$ cat src/design/rcau_pkg.sv
package rcau_pkg;

    localparam int unsigned CH_W       = 8;
    localparam int unsigned COLOR_W    = 24;
    localparam int unsigned AMOUNT_W   = 11;
    localparam int unsigned STEP_W     = 9;
    localparam int unsigned LIN_W      = 10;
    localparam int unsigned SUM_W      = 24;
    localparam int unsigned PROD_W     = 48;
    localparam int unsigned RATIO_W    = 12;
    localparam int unsigned DIVIDEND_W = 17;
    localparam int unsigned DIVISOR_W  = 11;
    localparam int unsigned TRIAL_W    = DIVISOR_W + RATIO_W - 1;

    localparam int unsigned CH_MAX       = 255;
    localparam int unsigned BLEND_FULL   = 256;
    localparam int unsigned LUM_SCALE    = 1000;
    localparam int unsigned CH_SQ_MAX    = 255 * 255;
    localparam int unsigned W_RED        = 2126;
    localparam int unsigned W_GREEN      = 7152;
    localparam int unsigned W_BLUE       = 722;
    localparam int unsigned W_SUM        = 10000;
    localparam int unsigned RATIO_OFFSET = 50;
    localparam int unsigned RATIO_SCALE  = 100;

    // divide by W_SUM: multiply by rounded-up reciprocal, exact below 2**24
    localparam int unsigned LUMA_SHIFT = 37;
    localparam logic [SUM_W-1:0] LUMA_RECIP =
        SUM_W'((64'd1 << LUMA_SHIFT) / W_SUM + 64'd1);

    // divider: one quotient bit per step, DIV_BPS steps per stage
    localparam int unsigned DIV_BPS    = 3;
    localparam int unsigned DIV_STAGES = RATIO_W / DIV_BPS;
    localparam int unsigned NUM_STAGES = 3 + DIV_STAGES;

    localparam int unsigned QUEUE_DEPTH = 2;
    localparam int unsigned QCNT_W      = 2;

    typedef enum logic [1:0] {
        OP_LIGHTEN  = 2'd0,
        OP_DARKEN   = 2'd1,
        OP_BLEND    = 2'd2,
        OP_CONTRAST = 2'd3
    } op_t;

    typedef struct packed {
        op_t                op;
        logic [COLOR_W-1:0] color_a;
        logic [COLOR_W-1:0] color_b;
        logic [STEP_W-1:0]  step;
    } item_t;

    typedef logic [LIN_W-1:0] lin_tab_t [256];

    function automatic lin_tab_t build_lin_tab();
        lin_tab_t tab;
        for (int unsigned i = 0; i < 256; i++) begin
            tab[i] = LIN_W'((i * i * LUM_SCALE) / CH_SQ_MAX);
        end
        return tab;
    endfunction

    localparam lin_tab_t LIN_TAB = build_lin_tab();

endpackage

$ cat src/design/rcau_queue.sv
module rcau_queue (
    input  logic           aclk,
    input  logic           aresetn,
    input  logic           push_valid,
    output logic           push_ready,
    input  rcau_pkg::item_t push_item,
    output logic           pop_valid,
    input  logic           pop_ready,
    output rcau_pkg::item_t pop_item
);

    logic [rcau_pkg::QCNT_W-1:0] cnt_reg;
    logic [rcau_pkg::QCNT_W-1:0] cnt_next;
    logic [rcau_pkg::QCNT_W-1:0] cnt_left;
    rcau_pkg::item_t             head_reg;
    rcau_pkg::item_t             tail_reg;
    logic                        push;
    logic                        pop;

    assign push_ready = (cnt_reg != rcau_pkg::QCNT_W'(rcau_pkg::QUEUE_DEPTH));
    assign pop_valid  = (cnt_reg != '0);
    assign pop_item   = head_reg;
    assign push       = push_valid && push_ready;
    assign pop        = pop_valid && pop_ready;
    assign cnt_left   = cnt_reg - rcau_pkg::QCNT_W'(pop);
    assign cnt_next   = cnt_left + rcau_pkg::QCNT_W'(push);

    always_ff @(posedge aclk) begin
        if (!aresetn) begin
            cnt_reg <= '0;
        end else begin
            cnt_reg <= cnt_next;
        end
    end

    always_ff @(posedge aclk) begin
        if (pop && (cnt_reg == rcau_pkg::QCNT_W'(rcau_pkg::QUEUE_DEPTH))) begin
            head_reg <= tail_reg;
        end
        if (push) begin
            if (cnt_left == '0) begin
                head_reg <= push_item;
            end else begin
                tail_reg <= push_item;
            end
        end
    end

endmodule

$ cat src/design/rcau_front.sv
module rcau_front (
    input  logic                                s_valid,
    output logic                                s_ready,
    input  logic [1:0]                          s_action,
    input  logic [rcau_pkg::COLOR_W-1:0]        s_color_a,
    input  logic [rcau_pkg::COLOR_W-1:0]        s_color_b,
    input  logic signed [rcau_pkg::AMOUNT_W-1:0] s_amount,
    output logic                                q_valid,
    input  logic                                q_ready,
    output rcau_pkg::item_t                     q_item
);

    rcau_pkg::op_t               op;
    logic [rcau_pkg::STEP_W-1:0] step;

    assign op = rcau_pkg::op_t'(s_action);

    // clamp the amount to the range of the operation
    always_comb begin
        step = '0;
        case (op)
            rcau_pkg::OP_LIGHTEN, rcau_pkg::OP_DARKEN: begin
                if (s_amount < 0) begin
                    step = '0;
                end else if (s_amount > rcau_pkg::AMOUNT_W'(rcau_pkg::CH_MAX)) begin
                    step = rcau_pkg::STEP_W'(rcau_pkg::CH_MAX);
                end else begin
                    step = s_amount[rcau_pkg::STEP_W-1:0];
                end
            end
            rcau_pkg::OP_BLEND: begin
                if (s_amount < 0) begin
                    step = '0;
                end else if (s_amount > rcau_pkg::AMOUNT_W'(rcau_pkg::BLEND_FULL)) begin
                    step = rcau_pkg::STEP_W'(rcau_pkg::BLEND_FULL);
                end else begin
                    step = s_amount[rcau_pkg::STEP_W-1:0];
                end
            end
            default: begin
                step = '0;
            end
        endcase
    end

    assign s_ready         = q_ready;
    assign q_valid         = s_valid;
    assign q_item.op       = op;
    assign q_item.color_a  = s_color_a;
    assign q_item.color_b  = s_color_b;
    assign q_item.step     = step;

endmodule

$ cat src/design/rcau_back.sv
module rcau_back (
    input  logic                           aclk,
    input  logic                           aresetn,
    input  logic                           q_valid,
    output logic                           q_ready,
    input  rcau_pkg::item_t                q_item,
    output logic                           m_valid,
    input  logic                           m_ready,
    output logic [rcau_pkg::COLOR_W-1:0]   m_color_out,
    output logic [rcau_pkg::RATIO_W-1:0]   m_contrast_ratio
);

    localparam int unsigned LAST = rcau_pkg::NUM_STAGES - 1;

    logic                              en;
    logic [rcau_pkg::NUM_STAGES-1:0]   vld_reg;
    logic [rcau_pkg::COLOR_W-1:0]      color_reg [rcau_pkg::NUM_STAGES];
    logic                              ctr_reg   [rcau_pkg::NUM_STAGES];

    logic [rcau_pkg::COLOR_W-1:0]      color_next;
    logic [rcau_pkg::SUM_W-1:0]        suma_next;
    logic [rcau_pkg::SUM_W-1:0]        sumb_next;
    logic [rcau_pkg::SUM_W-1:0]        suma_reg;
    logic [rcau_pkg::SUM_W-1:0]        sumb_reg;
    logic [rcau_pkg::PROD_W-1:0]       proda;
    logic [rcau_pkg::PROD_W-1:0]       prodb;
    logic [rcau_pkg::LIN_W-1:0]        luma_a_reg;
    logic [rcau_pkg::LIN_W-1:0]        luma_b_reg;
    logic [rcau_pkg::LIN_W-1:0]        hi;
    logic [rcau_pkg::LIN_W-1:0]        lo;

    logic [rcau_pkg::DIVIDEND_W-1:0]   rem_reg [rcau_pkg::DIV_STAGES];
    logic [rcau_pkg::DIVISOR_W-1:0]    div_reg [rcau_pkg::DIV_STAGES];
    logic [rcau_pkg::RATIO_W-1:0]      quo_reg [rcau_pkg::DIV_STAGES+1];

    function automatic logic [rcau_pkg::SUM_W-1:0] luma_sum(
        input logic [rcau_pkg::COLOR_W-1:0] c
    );
        logic [rcau_pkg::SUM_W-1:0] lr;
        logic [rcau_pkg::SUM_W-1:0] lg;
        logic [rcau_pkg::SUM_W-1:0] lb;
        lr = rcau_pkg::SUM_W'(rcau_pkg::LIN_TAB[c[23:16]]);
        lg = rcau_pkg::SUM_W'(rcau_pkg::LIN_TAB[c[15:8]]);
        lb = rcau_pkg::SUM_W'(rcau_pkg::LIN_TAB[c[7:0]]);
        return lr * rcau_pkg::SUM_W'(rcau_pkg::W_RED)
             + lg * rcau_pkg::SUM_W'(rcau_pkg::W_GREEN)
             + lb * rcau_pkg::SUM_W'(rcau_pkg::W_BLUE);
    endfunction

    // advance the whole pipe unless the result register is held
    assign en      = !vld_reg[LAST] || m_ready;
    assign q_ready = en;

    // per-channel step and blend
    always_comb begin
        logic [rcau_pkg::CH_W-1:0] ca;
        logic [rcau_pkg::CH_W-1:0] cb;
        logic [rcau_pkg::STEP_W-1:0] up;
        logic [16:0] mix;
        color_next = '0;
        for (int ch = 0; ch < 3; ch++) begin
            ca  = q_item.color_a[ch*8 +: 8];
            cb  = q_item.color_b[ch*8 +: 8];
            up  = rcau_pkg::STEP_W'(ca) + q_item.step;
            mix = 17'(ca) * 17'(rcau_pkg::STEP_W'(rcau_pkg::BLEND_FULL) - q_item.step)
                + 17'(cb) * 17'(q_item.step);
            case (q_item.op)
                rcau_pkg::OP_LIGHTEN: begin
                    color_next[ch*8 +: 8] =
                        (up > rcau_pkg::STEP_W'(rcau_pkg::CH_MAX)) ? 8'hFF : up[7:0];
                end
                rcau_pkg::OP_DARKEN: begin
                    color_next[ch*8 +: 8] =
                        (rcau_pkg::STEP_W'(ca) < q_item.step) ? 8'h00 : ca - q_item.step[7:0];
                end
                rcau_pkg::OP_BLEND: begin
                    color_next[ch*8 +: 8] = mix[15:8];
                end
                default: begin
                    color_next[ch*8 +: 8] = 8'h00;
                end
            endcase
        end
    end

    assign suma_next = luma_sum(q_item.color_a);
    assign sumb_next = luma_sum(q_item.color_b);
    assign proda     = rcau_pkg::PROD_W'(suma_reg) * rcau_pkg::PROD_W'(rcau_pkg::LUMA_RECIP);
    assign prodb     = rcau_pkg::PROD_W'(sumb_reg) * rcau_pkg::PROD_W'(rcau_pkg::LUMA_RECIP);
    assign hi        = (luma_a_reg > luma_b_reg) ? luma_a_reg : luma_b_reg;
    assign lo        = (luma_a_reg > luma_b_reg) ? luma_b_reg : luma_a_reg;

    always_ff @(posedge aclk) begin
        if (!aresetn) begin
            vld_reg <= '0;
        end else if (en) begin
            vld_reg <= {vld_reg[rcau_pkg::NUM_STAGES-2:0], q_valid};
        end
    end

    always_ff @(posedge aclk) begin
        if (en) begin
            color_reg[0] <= color_next;
            ctr_reg[0]   <= (q_item.op == rcau_pkg::OP_CONTRAST);
            for (int i = 1; i < rcau_pkg::NUM_STAGES; i++) begin
                color_reg[i] <= color_reg[i-1];
                ctr_reg[i]   <= ctr_reg[i-1];
            end
            suma_reg   <= suma_next;
            sumb_reg   <= sumb_next;
            luma_a_reg <= proda[rcau_pkg::LUMA_SHIFT +: rcau_pkg::LIN_W];
            luma_b_reg <= prodb[rcau_pkg::LUMA_SHIFT +: rcau_pkg::LIN_W];
            rem_reg[0] <= rcau_pkg::DIVIDEND_W'(
                (rcau_pkg::DIVIDEND_W'(hi) + rcau_pkg::DIVIDEND_W'(rcau_pkg::RATIO_OFFSET))
                * rcau_pkg::DIVIDEND_W'(rcau_pkg::RATIO_SCALE));
            div_reg[0] <= rcau_pkg::DIVISOR_W'(lo) + rcau_pkg::DIVISOR_W'(rcau_pkg::RATIO_OFFSET);
            quo_reg[0] <= '0;
        end
    end

    for (genvar s = 0; s < rcau_pkg::DIV_STAGES; s++) begin : g_div
        logic [rcau_pkg::DIVIDEND_W-1:0] rem_next;
        logic [rcau_pkg::RATIO_W-1:0]    quo_next;

        always_comb begin
            logic [rcau_pkg::TRIAL_W-1:0] trial;
            rem_next = rem_reg[s];
            quo_next = quo_reg[s];
            for (int k = 0; k < rcau_pkg::DIV_BPS; k++) begin
                trial = rcau_pkg::TRIAL_W'(div_reg[s])
                    << (rcau_pkg::RATIO_W - 1 - s * rcau_pkg::DIV_BPS - k);
                if (rcau_pkg::TRIAL_W'(rem_next) >= trial) begin
                    rem_next = rem_next - rcau_pkg::DIVIDEND_W'(trial);
                    quo_next[rcau_pkg::RATIO_W - 1 - s * rcau_pkg::DIV_BPS - k] = 1'b1;
                end
            end
        end

        always_ff @(posedge aclk) begin
            if (en) begin
                quo_reg[s+1] <= quo_next;
            end
        end

        if (s < rcau_pkg::DIV_STAGES - 1) begin : g_pass
            always_ff @(posedge aclk) begin
                if (en) begin
                    rem_reg[s+1] <= rem_next;
                    div_reg[s+1] <= div_reg[s];
                end
            end
        end
    end

    assign m_valid          = vld_reg[LAST];
    assign m_color_out      = color_reg[LAST];
    assign m_contrast_ratio = ctr_reg[LAST] ? quo_reg[rcau_pkg::DIV_STAGES] : '0;

endmodule

$ cat src/design/rgb_color_arithmetic_unit_core.sv
// RGB888 colour unit: lighten, darken, blend and contrast ratio, one result per
// transaction. A transaction enters a two-entry queue and then a seven-stage
// pipeline (channel arithmetic and luminance sums, reciprocal multiply, ratio
// set-up, four stages of a pipelined divider giving three quotient bits each),
// and one transaction per cycle is sustained while m_ready stays high. A result
// held by a low m_ready freezes the pipeline, and s_ready then stays up until
// the queue holds two transactions.
module rgb_color_arithmetic_unit_core (
    input  logic                                 aclk,
    input  logic                                 aresetn,
    input  logic                                 s_valid,
    output logic                                 s_ready,
    input  logic [1:0]                           s_action,
    input  logic [rcau_pkg::COLOR_W-1:0]         s_color_a,
    input  logic [rcau_pkg::COLOR_W-1:0]         s_color_b,
    input  logic signed [rcau_pkg::AMOUNT_W-1:0] s_amount,
    output logic                                 m_valid,
    input  logic                                 m_ready,
    output logic [rcau_pkg::COLOR_W-1:0]         m_color_out,
    output logic [rcau_pkg::RATIO_W-1:0]         m_contrast_ratio
);

    logic            fq_valid;
    logic            fq_ready;
    rcau_pkg::item_t fq_item;
    logic            qb_valid;
    logic            qb_ready;
    rcau_pkg::item_t qb_item;

    rcau_front u_front (
        .s_valid   (s_valid),
        .s_ready   (s_ready),
        .s_action  (s_action),
        .s_color_a (s_color_a),
        .s_color_b (s_color_b),
        .s_amount  (s_amount),
        .q_valid   (fq_valid),
        .q_ready   (fq_ready),
        .q_item    (fq_item)
    );

    rcau_queue u_queue (
        .aclk       (aclk),
        .aresetn    (aresetn),
        .push_valid (fq_valid),
        .push_ready (fq_ready),
        .push_item  (fq_item),
        .pop_valid  (qb_valid),
        .pop_ready  (qb_ready),
        .pop_item   (qb_item)
    );

    rcau_back u_back (
        .aclk             (aclk),
        .aresetn          (aresetn),
        .q_valid          (qb_valid),
        .q_ready          (qb_ready),
        .q_item           (qb_item),
        .m_valid          (m_valid),
        .m_ready          (m_ready),
        .m_color_out      (m_color_out),
        .m_contrast_ratio (m_contrast_ratio)
    );

endmodule

$ cat config.mk
export PLATFORM = sky130hd
export DESIGN_NAME = rgb_color_arithmetic_unit_core
export DESIGN_NICKNAME = d
export VERILOG_FILES = /design/src/design/rcau_pkg.sv /design/src/design/rcau_queue.sv /design/src/design/rcau_front.sv /design/src/design/rcau_back.sv /design/src/design/rgb_color_arithmetic_unit_core.sv
export SDC_FILE = /design/constraint.sdc
export NUM_CORES = 2
export LEC_CHECK = 0
export BUFFER_PORTS_ARGS = -buffer_cell sky130_fd_sc_hd__buf_2
export CAP_MARGIN = 25
export CORE_ASPECT_RATIO = 1.2
export CORE_MARGIN = 3
export CORE_UTILIZATION = 24
export DETAILED_ROUTE_END_ITERATION = 8
export GPL_ROUTABILITY_DRIVEN = 0
export PLACE_DENSITY = 0.47
export SLEW_MARGIN = 20
export SYNTH_ARGS = -nofsm -noshare
export SYNTH_HDL_FRONTEND = slang
export SYNTH_HIERARCHICAL = 1
export SYNTH_SLANG_ARGS = --single-unit
$ cat constraint.sdc
create_clock -name aclk -period 38.5 [get_ports aclk]
set_input_delay 0 -clock aclk [delete_from_list [all_inputs] [get_ports aclk]]
set_output_delay 0 -clock aclk [all_outputs]
set_load 0.02 [all_outputs]
==> Word-level counts from Yosys, hierarchy flattened <==
Memories as Yosys holds them, arrays and structs flattened.
Cells that the tools add are included.
{ "totals": {"mem_bits_rw": 347, "word_cells": 179, "romBits": 15360, "input_bits": 65, "mem_count": 11, "register_bits": 195} }
{ "memory_table": {"columns": ["name", "words", "word_bits", "rd", "rd_clocked_by_memory_dff", "wr", "line_no", "text"], "rows": [
  ["(no name shown)", 256, 10, 1, 0, 0, "rcau_back.sv:44", "lb = rcau_pkg::SUM_W'(rcau_pkg::LIN_TAB[c[7:0]]);"],
  ["(no name shown)", 256, 10, 1, 0, 0, "rcau_back.sv:42", "lr = rcau_pkg::SUM_W'(rcau_pkg::LIN_TAB[c[23:16]]);"],
  ["(no name shown)", 256, 10, 1, 0, 0, "rcau_back.sv:43", "lg = rcau_pkg::SUM_W'(rcau_pkg::LIN_TAB[c[15:8]]);"],
  ["(no name shown)", 256, 10, 1, 0, 0, "rcau_back.sv:44", null],
  ["(no name shown)", 256, 10, 1, 0, 0, "rcau_back.sv:42", null],
  ["(no name shown)", 256, 10, 1, 0, 0, "rcau_back.sv:43", null],
  ["+5 memories", null, null, null, null, null, null, null]
]} }
{ "classes": {"eq_ne": 7, "magnitude_cmp": 28, "n_reduce_logical": 11, "n_bitwise": 7, "multipliers": 15, "addsub": 29, "muxes": 57} }
{ "op_table": {"columns": ["cell", "n"], "rows": [
  ["17-bit two-way mux", 11],
  ["59-bit two-way mux", 3],
  ["10-bit two-way mux", 14],
  ["17-bit subtractor", 6],
  ["24-bit by 21-bit multiplier with 44-bit output (second input constant)", 2],
  ["10-bit by 9-bit multiplier with 19-bit output (second input constant)", 4],
  ["8-bit one-hot mux with 3 select lines", 3],
  ["9-bit >= comparator (second input constant)", 6],
  ["8-bit inverter with 9-bit output", 6],
  ["8-bit by 17-bit multiplier with 16-bit output", 3],
  ["16-bit adder", 3],
  ["22-bit by 23-bit adder with 24-bit output", 2],
  ["24-bit by 20-bit adder with 24-bit output", 2],
  ["8-bit by 9-bit multiplier with 16-bit output", 3],
  ["8-bit two-way mux", 6],
  ["10-bit by 11-bit multiplier with 21-bit output (second input constant)", 2],
  ["9-bit two-way mux", 4],
  ["8-bit by 9-bit adder with 9-bit output", 3],
  ["9-bit by 8-bit > comparator with 1-bit output (second input constant)", 3],
  ["8-bit by 9-bit less-than comparator with 1-bit output", 3],
  ["8-bit subtractor", 3],
  ["10-bit by 6-bit adder with 11-bit output (second input constant)", 2],
  ["17-bit by 22-bit >= comparator with 1-bit output", 1],
  ["17-bit by 21-bit >= comparator with 1-bit output", 1],
  ["37 further kinds", 58]
]} }

==> Depth between registers and ports, before layout <==
{ "depth": {"word_depth": 7, "ltp_mapped": 39} }

==> By module <==
The synthesis kept the hierarchy.
{ "modules_own_cells": {"columns": ["mod", "area_each_um2", "instances", "cells_per_inst"], "rows": [
  ["rcau_back", 77624.4, 1, 8586],
  ["rcau_queue", 4405.5, 1, 341],
  ["rcau_front", 550.5, 1, 80]
]} }

==> Least setup slack after synthesis <==
No wires, ideal clock.
{ "synth_path": {"path_kind": "reg-to-reg", "from": "register u_back/vld_reg[6] in the netlist's numbering", "to": "register u_queue/tail_reg[0] in the netlist's numbering (enable)", "arrival_time_ns": 11.766, "required_time_ns": 38.017, "setup_time_ns": 0.483, "stages_incl_launch_ff": 8, "setup_slack_ns": 26.250, "period_less_slack_ns": 12.250, "path_cell_list": "dfxtp_1 > nor2b_1 > clkbuf_1 > inv_1 > and2_1 > ha_1 > nor2b_1 > nor2b_1"} }
{ "synth_between": {"elab_chain_cells": 7} }
{ "synth_lines": {"columns": ["element", "line_no", "text"], "rows": [
  ["start, declared", "rcau_back.sv:16", "logic [rcau_pkg::NUM_STAGES-1:0] vld_reg;"],
  ["start signal, assigned", "rcau_back.sv:97", "vld_reg <= {vld_reg[rcau_pkg::NUM_STAGES-2:0], q_valid};"],
  ["1-bit zero test", "rcau_back.sv:51", "assign en = !vld_reg[LAST] || m_ready;"],
  ["1-bit logical OR", "rcau_back.sv:51", null],
  ["via qb_ready", "rgb_color_arithmetic_unit_core.sv:27", "logic qb_ready;"],
  ["1-bit logical AND", "rcau_queue.sv:24", "assign pop = pop_valid && pop_ready;"],
  ["2-bit by 1-bit subtractor with 2-bit output", "rcau_queue.sv:25", "assign cnt_left = cnt_reg - rcau_pkg::QCNT_W'(pop);"],
  ["2-bit zero test", "rcau_queue.sv:41", "if (cnt_left == '0) begin"],
  ["1-bit inverter (no line)", null, null],
  ["2-bit AND reduction (no line)", null, null],
  ["end signal, assigned", "rcau_queue.sv:44", "tail_reg <= push_item;"],
  ["end, declared", "rcau_queue.sv:16", "rcau_pkg::item_t tail_reg;"]
]} }
The timed path passes the listed nets, and every way through them passes these cells.
A chain may end at the register's enable or synchronous reset.

==> Worst setup path after layout <==
{ "layout_path": {"from": "register u_queue.head_reg, in the netlist u_queue/pop_item[26]", "to": "register u_back/sumb_reg[21] in the netlist's numbering (data pin)"} }
{ "layout_between": {"elab_chain_cells": 7} }
{ "layout_lines": {"columns": ["element", "line_no", "text"], "rows": [
  ["start, declared", "rcau_queue.sv:15", "rcau_pkg::item_t head_reg;"],
  ["start signal, assigned", "rcau_queue.sv:38", "head_reg <= tail_reg;"],
  ["start signal, assigned", "rcau_queue.sv:42", "head_reg <= push_item;"],
  ["8-bit inverter with 9-bit output (implied by the code)", "rcau_back.sv:42", null],
  ["memory 256 x 10 bit", null, null],
  ["10-bit two-way mux (implied by the code) (2 in a row)", "rcau_back.sv:42", null],
  ["10-bit by 11-bit multiplier with 21-bit output", "rcau_back.sv:45", "return lr * rcau_pkg::SUM_W'(rcau_pkg::W_RED)"],
  ["22-bit by 23-bit adder with 24-bit output", "rcau_back.sv:46", "+ lg * rcau_pkg::SUM_W'(rcau_pkg::W_GREEN)"],
  ["24-bit by 20-bit adder with 24-bit output", "rcau_back.sv:47", "+ lb * rcau_pkg::SUM_W'(rcau_pkg::W_BLUE);"],
  ["via u_back.sumb_next, one bit", "rcau_back.sv:22", "logic [rcau_pkg::SUM_W-1:0] sumb_next;"],
  ["end signal, assigned", "rcau_back.sv:110", "sumb_reg <= sumb_next;"],
  ["end, declared", "rcau_back.sv:24", "logic [rcau_pkg::SUM_W-1:0] sumb_reg;"]
]} }
The timed path passes the listed nets, and every way through them passes these cells. The select of a mux whose other input is x is not followed.

==> results_dict.tcl <==
set metrics [dict create \
    status "completed" \
    largest_reg_flops 168 \
    io-pin-count 103 \
    cp_common_cell "o21ai_0" \
    period_needed_ns 9.75 \
    max_freq_mhz 103 \
    tightest_slew_ns 1.05 \
    relSlewSlack 0.299 \
    seq_area_frac_synth 0.174 \
    synth_top_area_frac 0.227 \
    clock_latency_ns 0.74 \
    grt_pass1_vias 66000 \
    cts.sinks 502 \
    synthCells 9007 \
    slew_violations 0 \
    grt_start_max_net_pins 137 \
    required_ns 38.91 \
    cts_buffers 60 \
    antenna_left 0 \
    track_usage 0.137 \
    cp-end-kind "flop" \
    dr_total_vias 62900 \
    synth_area_leaders "fa_1 (23%), ha_1 (18%), edfxtp_1 (16%), inv_1 (6.7%), a21oi_1 (3.6%)" \
    synthesis.area_sq_um 82600 \
    post_cts_buffers 0 \
    synth_top_area_cell "fa_1" \
    drt-total-wl_mm 242 \
    cp_max_fo 20 \
    final_nets 11100 \
    finClkSkew_ns 0.0756 \
    grtUsageMet2 0.247 \
    rows 235 \
    setup_tns_ns 0 \
    post_synth_num_cell_types 99 \
    async_reset_ff_frac 0 \
    drc 0 \
    arrival_ns 10.17 \
    path_clk_slew_ns 0.06 \
    synth.most_common_cell "inv_1" \
    grt_first_pass_wirelength_mm 385 \
    h-tree-depth 2 \
    busiest_layer "met2" \
    overflow 0 \
    cts.root.buffer_cell "clkbuf_16" \
    setup_viol 0 \
    critPathLaunchType "flop" \
    die_area_sq_um 351000 \
    dr.pass1.iters 6 \
    tritoncts "done" \
    final_layout_size_suffix_gt1_frac 0.0603 \
    rsz0062_at_grt "false" \
    dieHeight_microns 649 \
    synth_area_per_cell_sq_um 9.17 \
    hold_viol 0 \
    wl_per_cell_microns 17.9 \
    ctsHoldBuffers 119 \
    slowest_stage "dfxtp_1" \
    post_drt_via_cell_ratio 4.67 \
    die_w_microns 541 \
    post_cts_resized 0 \
    antenna_found_initial 8 \
    synth_commonest_cells "inv_1 (1,479), ha_1 (1,178), fa_1 (938), nand2_1 (640), a21oi_1 (595)" \
    synthesis.nets 11200 \
    crit_family "adder cells" \
    syn_to_final_growth_pct 10.2 \
    ys_warn_count 6 \
    initial_core_util 0.241 \
    synth_ff_type "edfxtp_1" \
    worstSetupPathType "reg2reg" \
    use_met1 0.176 \
    synth_edf_count 434 \
    clockBufferDepth 3 \
    grt_use_met3 0.0116 \
    yosys_register_bits 502 \
    min-delay-path-class "in2reg" \
    cpPeakStageDelay_ns 0.73 \
    core-area_sq_um 342000 \
    crit_buf_inv 4 \
    post-route-period-util 0.253 \
    portBuffers 102 \
    drt_iter0_drc 3924 \
    dp.final_hpwl_mm 187 \
    cap_violations 0 \
]
## layout make-up
cell class	instances	area, sq um
Clock buffer	73	1570
Tap cell	4503	5630
Sequential cell	502	14400
Timing Repair Buffer	325	2530
Multi-Input combinational cell	6549	60600
Clock inverter	41	551
Antenna cell	5	12.5
Inverter	1494	5620
Fill cell	36700	251000
## per-stage QoR
step | instance area [sq um] | util | worst slack (ns) | instances | hold slack, ns
after floorplan | 82600 | - | 26.25 | 9007 | 0.118
after detailed placement | 87600 | 0.256 | 28.88 | 13300 | 0.200
after global placement | 87600 | 0.256 | 28.91 | 13300 | 0.197
final | 91000 | 0.266 | 28.75 | 13500 | 0.0590
after CTS | 90900 | 0.266 | 28.75 | 13500 | 0.00114
after global routing | 91000 | 0.266 | 27.82 | 13500 | 0.0394
## logic make-up after synthesis
| group | synth area share |
|---|---|
| and+or+nand+nor | 0.112 |
| xor gates and xnor gates | 0.0367 |
| AOI/OAI and AO/OA | 0.149 |
| adders and majority gates | 0.406 |
| muxes | 0.0294 |
| buffers and inverters | 0.0925 |
| DFF | 0.174 |
## tightest hold or removal path, stage by stage
cell	delay, ns
dlygate4sd3_1	0.51
buf_2	0.13
a2bb2oi_2	0.12
## placed cells by master, fill, tap and decap left out, types with 39 or more instances in the layout
| cell | n |
|---|---|
| a211oi_1 | 94 |
| a21o_1 | 87 |
| a21oi_1 | 595 |
| a2bb2oi_1 | 50 |
| a31oi_1 | 63 |
| and2_1 | 217 |
| buf_2 | 103 |
| buf_4 | 100 |
| clkbuf_16 | 60 |
| dfxtp_1 | 47 |
| dlygate4sd3_1 | 119 |
| edfxtp_1 | 434 |
| fa_1 | 938 |
| ha_1 | 1178 |
| inv_1 | 1478 |
| mux2_2 | 77 |
| mux2i_1 | 45 |
| mux4_2 | 41 |
| nand2_1 | 639 |
| nand2b_1 | 66 |
| nand3_1 | 105 |
| nand4_1 | 39 |
| nor2_1 | 592 |
| nor2b_1 | 59 |
| nor3_1 | 114 |
| o211ai_1 | 84 |
| o21a_1 | 47 |
| o21ai_0 | 434 |
| o21bai_1 | 42 |
| o22ai_1 | 40 |
| xnor2_1 | 233 |
| xor2_1 | 107 |
## layer usage
layer,wire length [microns],part of all wire,vias to the layer above
li1,-,-,30300
met1,106000,0.44,31000
met2,121000,0.50,1341
met3,8300,0.034,304
met4,6420,0.027,2
met5,13,0.000054,-
## final timing paths
path	from	endpoint	slack (ns)	depth (start not counted)
max	u_queue/pop_item[26]	u_back/sumb_reg[21]	28.75	33
min	s_color_a[19]	u_queue/pop_item[52]	0.06	3
max reg2reg	u_queue/pop_item[26]	u_back/sumb_reg[21]	28.75	33
min reg2reg	u_back/color_reg[3][4]	u_back/color_reg[4][4]	0.41	0
Power is left out: the tool's default activity adds up to more than one toggle a clock period on the data nets, which glitch-free logic cannot reach.
